`config.mk`:
```
export PLATFORM = sky130hd
export DESIGN_NAME = psa_store
export DESIGN_NICKNAME = d
export VERILOG_FILES = /design/src/hw/rtl/psa_pkg.sv /design/src/hw/rtl/psa_store.sv
export SDC_FILE = /design/constraint.sdc
export NUM_CORES = 1
export LEC_CHECK = 0
export ABC_AREA = 0
export BUFFER_PORTS_ARGS = -buffer_cell sky130_fd_sc_hd__buf_2
export CORE_MARGIN = 1.5
export CORE_UTILIZATION = 52
export DETAILED_ROUTE_END_ITERATION = 10
export PLACE_DENSITY = 0.75
export SLEW_MARGIN = 20
export SYNTH_ARGS = -nofsm -noshare
export SYNTH_HDL_FRONTEND = slang
export SYNTH_SLANG_ARGS = --single-unit
```
`constraint.sdc`:
```
create_clock -name i_clk -period 8.4 [get_ports i_clk]
set_input_delay 1.26 -clock i_clk [delete_from_list [all_inputs] [get_ports i_clk]]
set_output_delay 1.26 -clock i_clk [all_outputs]
set_load 0.02 [all_outputs]
```
`src/hw/rtl/psa_pkg.sv`:
```
package psa_pkg;

    localparam int NUM_PIXELS_DEF  = 65536;
    localparam int NUM_CLASSES_DEF = 4;

    localparam int SUM_W   = 37;
    localparam int SQ_W    = 51;
    localparam int COUNT_W = 20;
    localparam int STAT_W  = 20;

    // opcodes
    localparam logic [1:0] OP_ACCUM = 2'd0;
    localparam logic [1:0] OP_EOF   = 2'd1;
    localparam logic [1:0] OP_READ  = 2'd2;

    localparam logic [COUNT_W-1:0] COUNT_MAX = '1;

    typedef struct packed {
        logic [1:0]         opcode;
        logic [1:0]         class_index;
        logic [15:0]        pixel_index;
        logic signed [15:0] pixel_value;
    } t_in_item;

    typedef struct packed {
        logic signed [STAT_W-1:0] mean_q4;
        logic [STAT_W-1:0]        sigma_q4;
        logic [COUNT_W-1:0]       frame_count;
        logic                     no_frames;
        logic                     saturated;
    } t_out_item;

    typedef struct packed {
        logic signed [15:0] pixel_threshold;
    } t_cfg_item;

    typedef struct packed {
        logic signed [SUM_W-1:0] sum;
        logic [SQ_W-1:0]         sumsq;
        logic                    mark;
    } t_entry;

    typedef struct packed {
        logic signed [SUM_W-1:0] sum;
        logic [SQ_W-1:0]         sumsq;
        logic [COUNT_W-1:0]      n;
    } t_math_req;

    typedef struct packed {
        logic                     done;
        logic signed [STAT_W-1:0] mean_q4;
        logic [STAT_W-1:0]        sigma_q4;
    } t_math_rsp;

endpackage

```
`src/hw/rtl/psa_store.sv`:
```
module psa_store #(
    parameter int DEPTH = 4,
    localparam int AW = (DEPTH > 1) ? $clog2(DEPTH) : 1
) (
    input  logic             i_clk,
    input  logic             i_rst_n,
    input  logic             i_rd_en,
    input  logic [AW-1:0]    i_rd_addr,
    output psa_pkg::t_entry  o_rd_data,
    input  logic             i_wr_en,
    input  logic [AW-1:0]    i_wr_addr,
    input  psa_pkg::t_entry  i_wr_data,
    output logic             o_busy
);
    import psa_pkg::*;

    t_entry        mem [DEPTH];
    t_entry        r_rd_data;
    logic          r_clearing;
    logic [AW-1:0] r_clr_addr;

    // clearing pass after reset, one entry a cycle
    always_ff @(posedge i_clk) begin
        if (!i_rst_n) begin
            r_clearing <= 1'b1;
            r_clr_addr <= '0;
        end else if (r_clearing) begin
            if (r_clr_addr == AW'(DEPTH - 1)) begin
                r_clearing <= 1'b0;
            end
            r_clr_addr <= r_clr_addr + 1'b1;
        end
    end

    always_ff @(posedge i_clk) begin
        if (r_clearing) begin
            mem[r_clr_addr] <= '0;
        end else if (i_wr_en) begin
            mem[i_wr_addr] <= i_wr_data;
        end
        if (i_rd_en) begin
            r_rd_data <= mem[i_rd_addr];
        end
    end

    assign o_rd_data = r_rd_data;
    assign o_busy    = r_clearing;
endmodule

```
Yosys cells after proc, flatten, opt, wreduce, memory -nomap -nowiden:

Memory sizes are Yosys's and may differ from the RTL's. A register that Yosys moved wholly into a read port is not among the register bits.
Cells that the tools add are included.

* $add $sub $neg: 1
* equal/unequal tests: 1
* mux-type cells: 10
* reduce and logical (&&, ||, !) cells: 1

Operators with widths (count)
* 89-bit two-way mux: 1
* 89-bit OR reduction: 1
* 1-bit two-way mux: 8
* 2-bit by 1-bit adder with 2-bit output, second input constant: 1
* 2-bit == test, second input constant: 1
* 2-bit two-way mux: 1

* bits in registers: 3
* memory bits (writable): 356
* output and inout bits: 90
* word-level logic and storage cells: 16
* memories kept: 1

Memories
* mem: depth 4, width 89, read ports 1, clocked after Yosys merged registers in 1, write ports 1, line psa_store.sv:17 `t_entry mem [DEPTH];`

Longest topological paths before layout:

* depth in word-level cells: 5
* depth in mapped cells: 6
* gate-level depth less buffers: 3

Worst setup path after synthesis:

No wires, ideal clock.

* kind: input -> register
* from: input i_wr_addr[1]
* to: memory mem[1][0] in the netlist's numbering, enable pin
* library setup time: 659 ps
* data arrival time: 7788 ps
* path slack: -48 ps
* stages on the path: 2
* path buffers: 0
* cell sequence: or2_2 > o21ai_0

* word-level cells in the longest chain between the ends: 1

RTL lines
* from (decl): line psa_store.sv:11 `input logic [AW-1:0] i_wr_addr,`
* 2-bit two-way mux (no line)
* to (decl): line psa_store.sv:17

Every way passes these cells.

Worst setup path after layout:

* from: input i_wr_addr[1]
* to: memory mem[0][31] in the netlist's numbering, enable pin

The elaborated chain is that of the path after synthesis.

==> metrics <==
kind of critical path=primary input to register; die width=180 um; antenna-violating nets left=0; worst skew pair latency=530 ps; Synth Area in Adders=0.000769; Synth cell types=24; CTS tree=yes; Routed wire per std cell=21.7 um; minimum clock period=3010 ps; initial antenna violation count=2; post-CTS resize count=0; Lkg Pwr=6.73 nW; area grow syn2layout=16.8%; largest net degree at the start of global routing=90; Post-Syn Nets=774; GRT Total Usage=0.183; dpl ws=4800 ps; core area=30700 sq um; Worst VDD drop=0.000160 V; fin worst setup slack=5390 ps; filler instances=2120; Crit Path Max Fanout=64; Num CTS Buffers=42; layout cells sized above 1=0.381; Port Buffers=186; gr ovfl total=0; Post-synth EDFFs=445; row count=64; total chip power=5.38 mW; GP Congestion=0.710; Post-Synthesis Cells=676; Crit. End Element=register; fmax=0.333 GHz; dpl hpwl=16000 um; hold crit path type=register to register; Synth warnings=0; Vias/cell=5.52; fraction of synthesized area in multiplexers=0.124; total of max-cap violations=0; CP Data Required Time=8530 ps; main combinational cell family by area after synthesis=multiplexers; Die ar.=32400 sq um; First-pass DRT Iterations=4; Starting Density=0.531; endpoints failing setup=0; setup TNS=0 ps; io pins=187; sequential area share after synthesis=0.825; worst slew pin tran=1000 ps; ys flop type=edfxtp_1; ys async rst share=0; power per cell area=283 nW/um^2; Root Buffer=clkbuf_16; Worst Skew=15.4 ps; WP data arrival=3140 ps; final WL=28600 um; Yosys reg bits=448; vias in the first global route=7808; hold bufs inserted after CTS=0; Simple-Gate Fraction of Synth Area=0.0377; CTS clk-pin slew, worst paths=60 ps; Avg Inst Size Synth=24.1 sq um; Synth Area in Compound Gates=0.00184; H-tree levels=2; DRC viols=0; slew margin rel.=0.330; final hold violation count=0; via count=7263; first-pass GRT wire length=45000 um; register area=13400 sq um; fin crit share=0.358; pins over their slew limit=0; Sink Count=448; Startpoint Class=primary input; DIE HEIGHT=180 um; initial drt markers=751; post-synthesis xor/xnor area fraction=0.000538; unrepaired setup endpoints after global routing=false; synthesized area=16300 sq um; footprint of the multi-input gates=2740 sq um; status=finished clean; Post-CTS Setup Inserts=0; maximum clock path buffer count=3; Nets=985
metal layers:
metal	vias to the layer above	global-route usage	part of all wire
li1	3210	-	-
met1	3757	0.249	0.41
met2	247	0.293	0.50
met3	47	0.0436	0.068
met4	2	0.0620	0.023
met5	-	0	0.00046
cell usage in the layout, fill, tap and decap left out:
| master | instances |
|---|---|
| or2_2 | 1 |
| buf_2 | 183 |
| diode_2 | 1 |
| inv_1 | 1 |
| mux2i_1 | 1 |
| clkbuf_16 | 43 |
| nand2_1 | 2 |
| bufinv_16 | 4 |
| dfxtp_1 | 3 |
| o22ai_4 | 1 |
| clkinv_1 | 10 |
| nand3_1 | 1 |
| o21ai_0 | 1 |
| nand2b_1 | 2 |
| o32ai_4 | 1 |
| and2_1 | 90 |
| nor2b_1 | 1 |
| nor2b_4 | 1 |
| inv_6 | 1 |
| buf_6 | 1 |
| buf_4 | 14 |
| o21ai_4 | 2 |
| clkinv_2 | 9 |
| mux4_2 | 89 |
| edfxtp_1 | 445 |
| ha_1 | 1 |
| nand3b_1 | 1 |
| clkbuf_1 | 9 |
| xor2_1 | 1 |
critical path, cell delays in order:
cell and delay [ps]:
buf_2 100, or2_2 320, o32ai_4 130, buf_4 400, buf_4 830
kinds of logic after synthesis:
family                     Yosys count
DFF                                448
and+or+nand+nor                     99
muxes                               90
adders and majority gates            1
buffers and inverters               32
xor gates and xnor gates             1
AOI/OAI and AO/OA                    5
area by class of cell:
| cell class | instances | share of cell area |
|---|---|---|
| clock inverter | 24 | 0.0111 |
| clock buffer | 52 | 0.0583 |
| timing repair buffer | 198 | 0.0543 |
| antenna | 1 | 0.000132 |
| sequential | 448 | 0.706 |
| multi-input combinational | 196 | 0.144 |
| inverter | 1 | 0.000197 |
| tap | 396 | 0.0260 |
sequential cells by signal, summed over array words and instances (netlist names):
name / count
mem: 356
o_busy: 1
o_rd_data: 89
r_clr_addr: 2
Yosys cell counts (all sizes together), types with 2 or more instances:
library cell  count  area, sq um
mux4             89         2000
buf              15          109
clkbuf           16         62.6
o21ai             3         15.0
nand2b            2         12.5
nor2b             2         12.5
edfxtp          445        13400
dfxtp             3         60.1
nand2             2         7.51
and2             90          563
per-stage QoR:
step                std cells  area (sq um)   util  hold slack, ps
floorplan                 676         16300      -             543
global placement         1239         17700  0.577             608
detailed placement       1239         17700  0.577             617
CTS                      1315         19000  0.620             625
global route             1315         19000  0.620             637
finish                   1316         19000  0.620             623
where the power goes:
group	leakage, nW	internal [mW]	switching, mW
logic	1.72	0.212	0.367
registers	4.36	2.90	0.0923
clock network	0.652	1.06	0.750
path summary, 6_finish.rpt:
path	start	to	slack, ps	cells after the start
worst min-delay path	mem[2][12]$_DFFE_PP_	o_rd_data[12]$_DFFE_PP_	620	1
worst min register to register	mem[2][12]$_DFFE_PP_	o_rd_data[12]$_DFFE_PP_	620	1
worst max-delay path	i_wr_addr[1]	mem[0][31]$_DFFE_PP_	5390	5
worst max register to register	o_busy$_SDFF_PN1_	mem[0][31]$_DFFE_PP_	5730	4
Note: power is estimated with default switching activity, not from simulation.
